--- config.mk ---
export PLATFORM = sky130hd
export DESIGN_NAME = tmac_mac
export DESIGN_NICKNAME = d
export VERILOG_FILES = /design/src/design/tmac_pkg.sv /design/src/design/tmac_mac.sv
export SDC_FILE = /design/constraint.sdc
export NUM_CORES = 1
export LEC_CHECK = 0
export BUFFER_PORTS_ARGS = -buffer_cell sky130_fd_sc_hd__buf_2
export CAP_MARGIN = 5
export CELL_PAD_IN_SITES_DETAIL_PLACEMENT = 2
export CELL_PAD_IN_SITES_GLOBAL_PLACEMENT = 2
export CORE_MARGIN = 2
export CORE_UTILIZATION = 44
export DETAILED_ROUTE_END_ITERATION = 12
export PLACE_DENSITY_LB_ADDON = 0.1
export SYNTH_ARGS = -nofsm -noshare
export SYNTH_HDL_FRONTEND = slang
export SYNTH_SLANG_ARGS = --single-unit
--- constraint.sdc ---
create_clock -name clk -period 16.8 [get_ports clk]
set_clock_uncertainty 0.1 [all_clocks]
set_input_delay 3.36 -clock clk [delete_from_list [all_inputs] [get_ports clk]]
set_output_delay 3.36 -clock clk [all_outputs]
set_load 0.01 [all_outputs]
--- src/design/tmac_pkg.sv ---
// Shared types and constants of the triangular matrix-vector accumulate core.
`timescale 1ns / 1ps

package tmac_pkg;

  // Widths of the beat fields.
  localparam int ROW_W    = 6;
  localparam int FUNC_W   = 2;
  localparam int FACTOR_W = 18;
  localparam int NOISE_W  = 16;
  localparam int BASE_W   = 32;
  localparam int VALUE_W  = 32;
  localparam int PROD_W   = FACTOR_W + NOISE_W;

  // Packed widths on the ports, padded to whole bytes.
  localparam int IN_DATA_W  = 80;
  localparam int OUT_DATA_W = 40;

  // Configuration port.
  localparam int CFG_INDEX_W = 2;
  localparam int CFG_DATA_W  = 7;
  localparam logic [CFG_INDEX_W-1:0] REG_MODE    = 2'd0;
  localparam logic [CFG_INDEX_W-1:0] REG_NPOINTS = 2'd1;
  localparam logic [CFG_DATA_W-1:0]  NPOINTS_RESET = 7'd64;

  // Item kinds carried in tuser.
  localparam logic [FUNC_W-1:0] FUNC_FACTOR = 2'd0;
  localparam logic [FUNC_W-1:0] FUNC_VECTOR = 2'd1;
  localparam logic [FUNC_W-1:0] FUNC_RUN    = 2'd2;

  // Control that travels alongside the memory read data into the datapath.
  typedef struct packed {
    logic valid;  // a product term is on its way
    logic first;  // first term of a row: the accumulator starts from the base
  } mac_ctl_t;

endpackage

--- src/design/tmac_mac.sv ---
// Multiply, shift and accumulate datapath with 32-bit saturation of the row sum.
`timescale 1ns / 1ps

module tmac_mac #(
  parameter int FRAC_BITS = 14
) (
  input  logic                                 clk,
  input  logic                                 rst_n,
  input  tmac_pkg::mac_ctl_t                   ctl,
  input  logic signed [tmac_pkg::FACTOR_W-1:0] factor,
  input  logic signed [tmac_pkg::NOISE_W-1:0]  noise,
  input  logic signed [tmac_pkg::BASE_W-1:0]   base,
  output logic                                 busy,
  output logic        [tmac_pkg::VALUE_W-1:0]  sum
);

  localparam int TermW = tmac_pkg::PROD_W - FRAC_BITS;
  localparam int WideW = (TermW + tmac_pkg::ROW_W > tmac_pkg::BASE_W)
                         ? TermW + tmac_pkg::ROW_W : tmac_pkg::BASE_W;
  localparam int AccW  = WideW + 1;

  tmac_pkg::mac_ctl_t                   ctl2_r;
  logic signed [tmac_pkg::PROD_W-1:0]   prod_r;
  logic signed [AccW-1:0]               acc_r;
  logic signed [AccW-1:0]               acc_nxt;
  logic signed [tmac_pkg::PROD_W-1:0]   shifted;
  logic [AccW-1:tmac_pkg::VALUE_W-1]    top_bits;

  // The arithmetic shift floors, as the fixed-point format requires.
  assign shifted = prod_r >>> FRAC_BITS;

  always_comb begin
    acc_nxt = acc_r;
    if (ctl2_r.valid) begin
      acc_nxt = (ctl2_r.first ? AccW'(base) : acc_r) + AccW'(shifted);
    end
  end

  always_ff @(posedge clk) begin
    if (!rst_n) begin
      ctl2_r <= '0;
    end else begin
      ctl2_r <= ctl;
    end
    prod_r <= tmac_pkg::PROD_W'(factor) * tmac_pkg::PROD_W'(noise);
    acc_r  <= acc_nxt;
  end

  // The sum fits in 32 bits when all bits from bit 31 upward agree.
  assign top_bits = acc_r[AccW-1:tmac_pkg::VALUE_W-1];

  always_comb begin
    if ((&top_bits) || !(|top_bits)) begin
      sum = acc_r[tmac_pkg::VALUE_W-1:0];
    end else if (acc_r[AccW-1]) begin
      sum = {1'b1, {(tmac_pkg::VALUE_W-1){1'b0}}};
    end else begin
      sum = {1'b0, {(tmac_pkg::VALUE_W-1){1'b1}}};
    end
  end

  assign busy = ctl2_r.valid;

endmodule

== After elaboration in Yosys (flattened, before gate mapping) ==
Index checks and enable logic that the tools add are counted.
Word-level totals
  flip-flop bits (word level): 69
  latch bits: 0
  bits in writable memories: 0
  memory bits (read-only): 0
  input port bits: 70
  output and inout bits: 33
  memories kept: 0
Operators by class
  add/subtract/negate cells: 1
  $mul: 1
  div/mod/pow operators: 0
  $lt $le $gt $ge: 0
  eq/ne operators: 0
  shift-type cells: 0
  mux-type cells: 3
  bitwise gates (word level): 0
  reductions and logical operators: 4
Operators with widths (count)
  $mux W32: 2
  $mul A18 B16 Y34: 1
  $add A33 B20 Y33: 1
  $mux W33: 1
  $reduce_and A2 Y1: 1
  $reduce_or A2 Y1: 1
  $logic_not A1 Y1: 1
  $logic_or A1 B1 Y1: 1

== Longest topological paths before layout ==
  depth after elaboration: 4
  mapped depth: 23
  mapped depth without buffers: 22

== Worst setup path before layout ==
No wires, ideal clock.
  kind: input port to flip-flop
  start: input noise[7] in the netlist's numbering
  end: register prod_r[29] in the netlist's numbering
  library setup time: 95 ps
  data arrival time: 8928 ps
  setup slack: 7677 ps
  cell stages on the path: 21
  path buffers: 2
  path through: clkbuf_1 -> clkbuf_1 -> nand2_1 -> fa_1 -> inv_1 -> fa_1 -> fa_1 -> fa_1 -> fa_1 -> inv_1 -> fa_1 -> inv_1 -> ha_1 -> a21o_1 -> a21o_1 -> o21ai_0 -> a31oi_1 -> o31ai_2 -> o21ai_1 -> a2111o_1 -> o311ai_1
Between the ends
  longest elaborated chain between the ends: 1
Ends and longest elaborated chain
  start, declared: line tmac_mac.sv:11  | input logic signed [tmac_pkg::NOISE_W-1:0] noise,
  $mul A18 B16 Y34: line tmac_mac.sv:45  | prod_r <= tmac_pkg::PROD_W'(factor) * tmac_pkg::PROD_W'(noise);
  end signal, assigned: line tmac_mac.sv:45
  end, declared: line tmac_mac.sv:23  | logic signed [tmac_pkg::PROD_W-1:0] prod_r;
Every way passes these cells.
A chain may end at the register's enable or synchronous reset.

== Worst setup path after layout ==
  start: input noise[15] in the netlist's numbering
  end: register prod_r[29] in the netlist's numbering
The elaborated chain is that of the path after synthesis.

==> summary.txt <==
status - finished, final reports clean
Hold Path Class - reg2reg
Synth Instances - 1493
cts repair resizes - 0
Routed WL - 42100 um
Max Freq - 105 MHz
actual slew at the worst max-slew pin - 736 ps
Nets - 2032
main combinational cell family by area after synthesis - adder cells
fin crit share - 0.569
first-pass GRT wire length - 69000 um
EDFF count, synth - 33
GPL Wtd Cong - 0.790
TritonRoute pass-1 iters - 5
Die ar. - 0.0337 mm2
core box area - 0.0316 mm2
Crit path arrival time - 9640 ps
Starting Density - 0.448
commonest non-fill, non-tap cell in the layout - inv_1
hold buffer count at cts - 0
std cell rows - 65
Compound-Gate Fraction of Synth Area - 0.0941
setup violators final - 0
Clock Latency Late Sink - 300 ps
initial antenna violation count - 0
commonest non-fill, non-tap cells in the layout - 330 x inv_1, 290 x fa_1, 152 x nand2_1
post-synthesis sequential area ratio - 0.101
CTS sink cnt - 55
Req. time, crit path - 16890 ps
Fin Hold WS - 472 ps
Post-CTS Setup Inserts - 0
Die X - 184 um
flops & latches, synth - 55
R2R Setup Slk - 12590 ps
CTS tree - yes
Unique masters post-synth - 63
Final Hold Violating Endpoints - 0
Post-Synth Simple-Gate Area - 0.133
YS warnings - 0
CTS clk-pin slew, worst paths - 80 ps
Port-buffer cells - 102
MaxCap Viol Count - 0
area share of xor/xnor cells in the synthesized design - 0.0321
Post-Syn Area - 0.0142 mm2
total track usage - 0.267
Final HPWL DP - 35500 um
layout cells sized above 1 - 0.106
final critical-path required period - 9550 ps
post-synth net total - 1970
mux contribution to synthesized area - 0.0260
Adder-Cell Fraction of Synth Area - 0.513
vias after detailed routing - 10499
Root Driver - clkbuf_16
ant diodes - 0
# DRC - 0
Mapped Avg Cell Area - 9.50 um2
Startpoint Class - input port
RSZ-0062 raised after global routing - no
IO Pins - 103
critical path endpoint category - flip-flop
CTS max path bufs - 2
H-tree depth - 2
Rel. slew slack - 0.508
Async S/R FF share, synth - 0
Primary FF master, synth - edfxtp_1
DRT iter0 DRCs - 304
Layout area overhead - 7.15%
CP max FO - 15
Remaining Overflow, GRT - 0
Die Span Y - 184 um
total negative slack - 0 ps
Post-DRT Antenna Nets - 0
via density per instance - 5.36
CTS buffer count - 5
via count of the first global-routing pass - 12932
critical path class - in2reg
WL per Instance - 21.5 um
Slew Viols, Final - 0
largest net degree at the start of global routing - 35
## per-layer routing
layer | share of wire | GRT usage | wire length (um)
met2 | 0.57 | 0.541 | 24100
met4 | 0.033 | 0.0784 | 1370
met1 | 0.38 | 0.294 | 16000
met5 | 0 | 0 | 0
met3 | 0.016 | 0.0186 | 661
## Yosys cell counts, types with 4 or more instances
library cell / number / area share
a21o_1: 48 / 0.025
fa_1: 290 / 0.41
xor2_1: 10 / 0.0062
nor3_1: 12 / 0.0042
and3_1: 6 / 0.0026
a21boi_0: 6 / 0.0032
nor2b_1: 4 / 0.0018
inv_1: 330 / 0.087
nand2b_1: 10 / 0.0044
nand2_1: 152 / 0.040
and2_1: 137 / 0.060
clkbuf_1: 49 / 0.013
nor2_1: 42 / 0.011
a21oi_1: 43 / 0.015
o211ai_1: 7 / 0.0037
ha_1: 117 / 0.10
nand3_1: 6 / 0.0021
xnor2_1: 42 / 0.026
o21ai_0: 21 / 0.0074
a31oi_1: 7 / 0.0031
o21a_1: 4 / 0.0021
mux2_2: 31 / 0.025
dfxtp_1: 22 / 0.031
edfxtp_1: 33 / 0.070
## state kept, by name, summed over array words and instances (netlist names)
| signal | count |
|---|---|
| prod_r | 20 |
| busy | 1 |
| acc_r | 33 |
| ctl2_r | 1 |
## critical path, stage by stage
cell,delay [ps]
buf_2,160
inv_1,500
nor2_1,140
fa_1,530
fa_1,430
fa_1,550
fa_1,480
fa_1,500
inv_1,50
fa_1,470
inv_1,40
ha_1,370
a21o_1,190
a21o_1,170
o21ai_0,110
a31oi_1,430
o31ai_2,180
o21ai_1,450
a21oi_1,220
o311ai_1,310
## cell families after synthesis
| logic type | count (synthesis) |
|---|---|
| AO/OA/AOI/OAI | 183 |
| AND/OR/NAND/NOR | 382 |
| buffers and inverters | 381 |
| flip-flops | 55 |
| multiplexers | 33 |
| adder cells (fa/ha/maj) | 407 |
| XOR/XNOR | 52 |
## path summary, 6_finish.rpt
path,start,to,depth (start not counted)
setup / recovery,noise[15],prod_r[29],20
hold / removal,prod_r[14],acc_r[0],1
setup reg to reg,ctl2_r[0],acc_r[30],13
hold reg to reg,prod_r[14],acc_r[0],1
## metrics by stage
stage	cell area [um2]	setup slack, ps	std cells	util
after floorplan	14200	7680	1493	-
after global placement	15000	7330	1950	0.475
after detailed placement	15000	6990	1950	0.475
after CTS	15200	7260	1958	0.480
after global routing	15200	6890	1958	0.480
final	15200	7250	1958	0.480
## area by class of cell
class | count | area, um2
Sequential cell | 55 | 1430
Clock inverter | 1 | 6.26
Multi-Input combinational cell | 1057 | 11300
Tap cell | 402 | 503
Fill cell | 3435 | 16400
Timing Repair Buffer | 106 | 541
Inverter | 330 | 1240
Clock buffer | 7 | 154
Power is not shown: default switching activity piles up to over one toggle a cycle in this logic, so the estimate is an artifact.
