$ cat src/design/tmac_ram.sv
// Generic single-port-write, single-port-read RAM with registered read data.
`timescale 1ns / 1ps

module tmac_ram #(
  parameter int WIDTH = 18,
  parameter int DEPTH = 64,
  localparam int AddrW = (DEPTH > 1) ? $clog2(DEPTH) : 1
) (
  input  logic             clk,
  input  logic             wr_en,
  input  logic [AddrW-1:0] wr_addr,
  input  logic [WIDTH-1:0] wr_data,
  input  logic [AddrW-1:0] rd_addr,
  output logic [WIDTH-1:0] rd_data
);

  logic [WIDTH-1:0] mem [DEPTH];

  always_ff @(posedge clk) begin
    if (wr_en) begin
      mem[wr_addr] <= wr_data;
    end
    rd_data <= mem[rd_addr];
  end

endmodule

$ cat config.mk
export PLATFORM = sky130hd
export DESIGN_NAME = tmac_ram
export DESIGN_NICKNAME = d
export VERILOG_FILES = /design/src/design/tmac_ram.sv
export SDC_FILE = /design/constraint.sdc
export NUM_CORES = 1
export LEC_CHECK = 0
export BUFFER_PORTS_ARGS = -buffer_cell sky130_fd_sc_hd__buf_2
export CAP_MARGIN = 20
export CORE_MARGIN = 4
export CORE_UTILIZATION = 35
export DETAILED_ROUTE_END_ITERATION = 10
export GPL_TIMING_DRIVEN = 0
export PLACE_DENSITY = 0.62
export SYNTH_ARGS = -nofsm -noshare
export SYNTH_HDL_FRONTEND = slang
export SYNTH_SLANG_ARGS = --single-unit
export TNS_END_PERCENT = 50
$ cat constraint.sdc
create_clock -name clk -period 2.87 [get_ports clk]
set_clock_uncertainty 0.2 [all_clocks]
set_input_delay 0.4305 -clock clk [delete_from_list [all_inputs] [get_ports clk]]
set_output_delay 0.4305 -clock clk [all_outputs]
set_load 0.05 [all_outputs]
# ---- Word level (Yosys, flattened, before mapping)
# Memories as Yosys holds them, arrays and structs flattened. A register that Yosys moved wholly into a read port is not among the register bits.
# Cells that the tools add are included.
dict set report totals {
  regBits 0
  mem_bits_rw 1152
  out_inout_bits 18
  elab_cells 3
  memories 1
}
# name depth width rd rd_clocked_by_memory_dff wr line_no
set mem_list {}
lappend mem_list {mem 64 18 1 1 1 17} ;# logic [WIDTH-1:0] mem [DEPTH];
dict set report op_classes {
  muxes 2
}
# operator count
set ops {}
lappend ops {{1-bit two-way mux} 2}

# ---- Logic depth before layout (Yosys ltp)
# Gate-level depths: netlist of run 1.
dict set report depth {
  depth_word 2
  mapped_depth 9
  ltp_nobuf 5
}

# ---- Worst setup path before layout of run 1
# No wires, ideal clock.
dict set report synth_timing {
  path_type {input to register}
  from {input wr_addr[3]}
  to {memory mem[48][0], enable pin}
  setup_time_ns 0.416
  arrival_time_ns 2.216
  required_ns 2.254
  path_slack_ns 0.038
  stages 4
  path_buffers 1
  path_cell_list {clkbuf_1 nor2b_1 nand4b_1 nor3_1}
}
# element line_no
set synth_rtl {}
lappend synth_rtl {{start: declaration} 11} ;# input logic [AddrW-1:0] wr_addr,
lappend synth_rtl {{end: declaration} 17}
# Straight into the memory's write port.

==> results.ini, run 1 <==
[run_status]
status = finished with violations
violations = setup timing

[layout]
final.fill_count = 10680
stdcell_area_mm2 = 0.05236
finalNonFillerCells = 3950
area_growth_pct = 17.34
drive_gt1_share_pct = 32.49
nets = 2234
final_util_pct = 41.53

[critical_path]
critPathMostFrequentCell = buf_2
endpoint_kind = flip-flop
critPathLaunchType = input pin
required_ns = 3.11
worstSetupPathType = input pin to flip-flop
path_cells = buf_2 -> buf_2 -> clkbuf_2 -> clkbuf_1 -> a211oi_1 -> o21ai_0 -> o21ai_1
path_max_fanout = 10
cp_data_arrival_time_ns = 3.23
critPathMaxStageDelay_ns = 0.57
slowest_stage = clkbuf_1

[route]
first_iter_violations = 3094
wl_per_cell_um = 28.54
vias = 21730
remaining_drc_errors = 0
top_layer = met5
viasPerCell = 5.500
ant_nets = 0
drtPass1Iterations = 8
routed_wirelength_mm = 112.7
wl_met1_mm = 44.02
wl_met2_mm = 54.97
wl_met3_mm = 9.856

[sta]
hold_viol = 0
rsz0062_at_grt = false
slew_viol_final = 0
fin_crit_ns = 2.997
max_slew_margin_pct = 25.63
worstMarginPinSlew_ns = 1.116
period_share_pct = 104.4
fmax_mhz = 333.7
fin_ws_ns = -0.1267
fin_setup_tns_ns = -0.2672
setup_viol_count_final = 3

[grt]
grt_pass1_wl_mm = 160.7
gr-usage-all-layers_pct = 16.81
grt_pass1_vias = 21980
overflow = 0
antenna_found_initial = 9
grt_start_max_net_pins = 65

[die]
ioPinCount = 50
core-area_mm2 = 0.1261
rows = 130
fp.dieW_um = 365.1
die_h_um = 365.1
initial_core_util_pct = 35.40
die-area_mm2 = 0.1333

[pwr]
combinationalPowerShare_pct = 5.8
power_mw = 35.48
p_clk_share_pct = 40.8
p_per_area_mw_per_mm2 = 677.7
swShare_pct = 21.32
peakVddDrop_uv = 518.3
internal_power_mw = 27.92
leakage_nw = 16.31
p_switching_mw = 7.564
seqPwrFrac_pct = 53.4

[clock_network]
clock_sinks = 1170
cts_root_buf = clkbuf_16
clock_path_buffers = 3
cts_max_level = 3
cts_buffers = 114
cts_tree = built
clk_pin_slew_worst_paths_ns = 0.06
clk_latency_ns = 0.69

[logic_synthesis]
yosysWarningCount = 0
seq_area_frac_synth_pct = 78.33
synth_top_cell_by_area = edfxtp_1
synth.top_cell.area_share_pct = 77.53
synthDistinctLibCells = 34
avgSynthCellArea_um2 = 22.80
syn_inst = 1957
synth-seq-cells = 1170
synth_nets = 1989
synth_area_mm2 = 0.04462
synth.area.top_cells = edfxtp_1, mux4_2, mux2i_1, dfxtp_1, nor2_1

[placed_design]
placed_cell_area_mm2 = 0.04854
gp_congestion = 0.9933
dpl.hpwl_mm = 76.58
port_buffers = 41
place_inst = 3727

[flow_run]
maxCapViolCount = 0

[hold_path]
min_path_type = input pin to flip-flop

## power by group through the flow
stage,Sequential (mW),Clock [mW],Combinational [mW]
after floorplan,19.4,0,0.942
after global placement,19.3,0,1.90
after detailed placement,19.3,0,2.02
after CTS,18.9,14.7,2.03
after global routing,18.9,15.5,2.16
final,18.9,14.5,2.07
## sequential cells by signal (all words and copies together) (netlist names)
| signal | count |
|---|---|
| rd_data | 18 |
| mem | 1152 |
## cell families after synthesis
kind of cell	Yosys count	share of synthesized area (%)
flops	1170	78.33
compound gates	140	1.811
mux	372	16.79
buf+inv	107	1.371
simple gates	168	1.694
## area by class of cell
| type | instances | area, µm² | area share [%] |
|---|---|---|---|
| Tap cell | 1650 | 2064 | 3.943 |
| Clock inverter | 75 | 598.1 | 1.142 |
| Multi-Input combinational cell | 680 | 9284 | 17.73 |
| Antenna cell | 1 | 2.502 | 0.004779 |
| Timing Repair Buffer | 129 | 1822 | 3.479 |
| Sequential cell | 1170 | 34950 | 66.76 |
| Clock buffer | 138 | 3007 | 5.742 |
| Buffer | 107 | 626.9 | 1.197 |
## cells in the mapped netlist, drive strengths merged
master,n
mux4,300
a31oi,1
a211oi,17
a21oi,30
mux2i,60
o211ai,1
nor2b,6
mux2,12
o32a,1
nand2,22
o22ai,26
o32ai,1
nand3b,4
or3,12
o211a,1
nand4,2
edfxtp,1152
o21ai,56
dfxtp,18
or3b,2
nor2,90
nand3,9
buf,66
o31ai,1
nand2b,6
nor3,13
a22oi,5
nand4b,1
or2,1
clkbuf,41
## worst max-delay path: cells and delay by family
kind	cells	cell delay, ns
buf+inv	4	1.71
compound gates	3	1.06
## repair_timing
item | CTS | global route
setup buffers | 0 | 0
hold buffers | 1 | 4
endpoints found under the setup margin | 14 | 14
gates cloned | 0 | 0
endpoints found under the hold margin | 16 | 55
resized for setup | 10 | 19
## stage by stage
step,worst slack [ns],hold WS (ns)
after floorplan,0.03797,0.3294
after global placement,-1.458,0.7077
after detailed placement,-1.310,0.6996
after CTS,0.004174,0.0006110
after global routing,0.004895,0.01041
final,-0.1267,0.01879
## final timing paths
kind	start	depth (start not counted)	slack, ns	endpoint
setup / recovery	rd_addr[2]	7	-0.13	rd_data[2]
hold / removal	wr_data[12]	1	0.02	mem[8][12]
setup reg to reg	mem[27][2]	5	0.25	rd_data[2]
hold reg to reg	mem[48][3]	4	0.90	rd_data[3]
## placed cells by master (no fill, tap or decap), types with 6 or more instances in the layout
cell type  instances
dfxtp_1           18
nor2b_1            6
a21oi_1           30
clkinv_2          25
buf_4             18
o21ai_0           32
o22ai_1           26
a211oi_1          12
clkbuf_16        117
mux2_2            12
bufinv_16         10
buf_8             42
edfxtp_1        1152
clkinv_1          35
mux2i_1           55
nand2b_1           6
nor2_2            62
buf_12            17
nand2_1           22
nand3_1            9
or3_1             12
clkbuf_1          55
buf_16            20
nor2_1            28
o21ai_1           19
buf_6             18
buf_2             74
nor3_1            11
mux4_2           300
clkbuf_2           6
## metal layers
| layer | global-route usage, % | vias to the layer above |
|---|---|---|
| li1 | - | 8812 |
| met2 | 27.63 | 1029 |
| met5 | 0 | - |
| met1 | 22.23 | 11650 |
| met3 | 3.959 | 223 |
| met4 | 5.405 | 10 |
No activity file was read; power rests on OpenSTA's default activity.
==> run 2, diff against run 1 <==
Settings changed: ABC_AREA set to 1, SKIP_CTS_REPAIR_TIMING set to 1.
==> results.ini, run 2 <==
[die]
die-area_mm2 = 0.1415
ioPinCount = 50
fp.dieW_um = 376.1
rows = 134
die_h_um = 376.1
initial_core_util_pct = 35.40
core-area_mm2 = 0.1340

[sta]
fmax_mhz = 362.8
worstMarginPinSlew_ns = 1.122
max_slew_margin_pct = 24.55
fin_crit_ns = 2.757
setup_viol_count_final = 0
hold_viol = 0
slew_viol_final = 0
period_share_pct = 96.05
fin_ws_ns = 0.1133
rsz0062_at_grt = false
fin_setup_tns_ns = 0

[critical_path]
slowest_stage = nor2_2
path_max_fanout = 18
worstSetupPathType = input pin to flip-flop
cp-startpoint = wr_addr[0]
r2r_cells = 8
critPathMaxStageDelay_ns = 1.09
required_ns = 3.01
path_cells = clkbuf_1 -> inv_1 -> nand4_1 -> nor2_2
r2r-start = mem[30][8]
endpoint_kind = flip-flop
critPathLaunchType = input pin
cp_data_arrival_time_ns = 2.90

[placed_design]
port_buffers = 39
place_inst = 5838
gp_congestion = 0.9729
dpl.hpwl_mm = 99.39
pre_cts_slack_ns = -0.5522

[layout]
finalNonFillerCells = 6054
multi_input_area_mm2 = 0.01087
layout_commonest_cell = nand2_1
drive_gt1_share_pct = 12.80
area_growth_pct = 16.07
seq_area_mm2 = 0.03495
nets = 4225
top_regs = mem (1152), rd_data (18)
final.fill_count = 12260
most-common-layout-cells = nand2_1, edfxtp_1, nand3_1, buf_2, clkbuf_16
regMostFlops = mem
largest_reg_flops = 1152

[clock_network]
cts_max_level = 3
clk_pin_slew_worst_paths_ns = 0.06
clock_path_buffers = 3
clk_latency_ns = 0.74
cts_root_buf = clkbuf_16
cts_tree = built
clock_sinks = 1170
cts_buffers = 115

[logic_synthesis]
synth.area.mux_share_pct = 0
async_flop_share_pct = 0
synth_nets = 3974
synth_compound_area_share_pct = 0
syn_inst = 3942
yosysWarningCount = 0
seq_area_frac_synth_pct = 73.70
synth_top_cell_by_area = edfxtp_1
synthDistinctLibCells = 18
synth_top_family_by_area = simple AND/OR/NAND/NOR gates
yosysMostFrequentCell = nand2_1
synth.area.top_cells = edfxtp_1, nand2_1, nand3_1, buf_6, buf_2
synthSimpleGateAreaFrac_pct = 22.54
synth-seq-cells = 1170
synth.top_cell.area_share_pct = 72.94
synth_area_mm2 = 0.04743
synth_common_cells = nand2_1, edfxtp_1, nand3_1
ys.flop_type = edfxtp_1
avgSynthCellArea_um2 = 12.03
synth_edf_count = 1152
synth-xor-area-share_pct = 0
synth_adder_area_share_pct = 0

[route]
viasPerCell = 5.325
remaining_drc_errors = 0
first_iter_violations = 4031
ant_nets = 0
vias = 32240
routed_wirelength_mm = 146.8
drtPass1Iterations = 6
wl_per_cell_um = 24.24

[hold_path]
min_path_cells = 1
hold_start = wr_data[2]
min_path_type = input pin to flip-flop

[pwr]
power_mw = 36.19
p_per_area_mw_per_mm2 = 657.4
leakage_nw = 19.77
peakVddDrop_uv = 524.9

[grt]
antenna_found_initial = 11
overflow = 0
grt_pass1_vias = 30180
grt_start_max_net_pins = 65
gr-usage-all-layers_pct = 20.33
grt_pass1_wl_mm = 209.1

[flow_run]
maxCapViolCount = 0

[run_status]
status = complete, no violations

## run 2: cell count changes after synthesis, sizes merged, moves of 14 or more
| cell | before | now |
|---|---|---|
| clkbuf | 41 | 27 |
| a211oi | 17 | 0 |
| nor2 | 90 | 56 |
| mux2i | 60 | 0 |
| mux4 | 300 | 0 |
| buf | 66 | 223 |
| a21oi | 30 | 0 |
| o21ai | 56 | 0 |
| nand2 | 22 | 1458 |
| nand3 | 9 | 979 |
| o22ai | 26 | 0 |
## run 2: worst paths after layout
kind / slack (ns) / endpoint
setup / recovery: 0.11 / mem[0][14]
hold / removal: 0.03 / mem[51][2]
setup reg to reg: 0.74 / rd_data[8]
hold reg to reg: 0.80 / rd_data[17]
## run 2: layout make-up
class / count / share of cell area, %
Buffer: 250 / 3.139
Clock inverter: 55 / 0.8364
Multi-Input combinational cell: 2510 / 19.75
Tap cell: 1768 / 4.019
Sequential cell: 1170 / 63.50
Inverter: 12 / 0.1000
Timing Repair Buffer: 134 / 3.096
Antenna cell: 6 / 0.02728
Clock buffer: 149 / 5.537
## run 2: routing by layer
layer  vias to the layer above  track usage, %  share of wire, %
met4                         2           8.215               4.4
met1                     15630           27.40                40
li1                      14430               -                 -
met5                         -               0             0.012
met3                       324           5.063                11
met2                      1852           31.60                45
## run 2: power by group
group | switching (mW) | leakage [nW] | internal (mW)
Sequential | 0.0353 | 10.5 | 18.9
Combinational | 2.11 | 7.54 | 0.682
Clock | 6.45 | 1.71 | 7.99
Total | 8.60 | 19.8 | 27.6
## run 2: cells by family (layout without fill, tap and decap cells)
| group | Yosys count | count (layout) |
|---|---|---|
| buf+inv | 262 | 600 |
| flops | 1170 | 1170 |
| simple gates | 2510 | 2510 |
| other cells | 0 | 6 |
## run 2: per-stage QoR
step	hold slack, ns	area (µm²)	utilization [%]
floorplan	0.3294	47430	-
CTS	-0.04530	54970	41.03
detailed placement	0.7027	51460	38.41
global route	0.02807	55040	41.08
finish	0.03351	55050	41.09
global placement	0.7040	49830	37.20
## run 2: critical path, delay by kind of cell
family,cells,cell delay (ns)
and+or+nand+nor,2,1.91
buffers and inverters,2,0.53
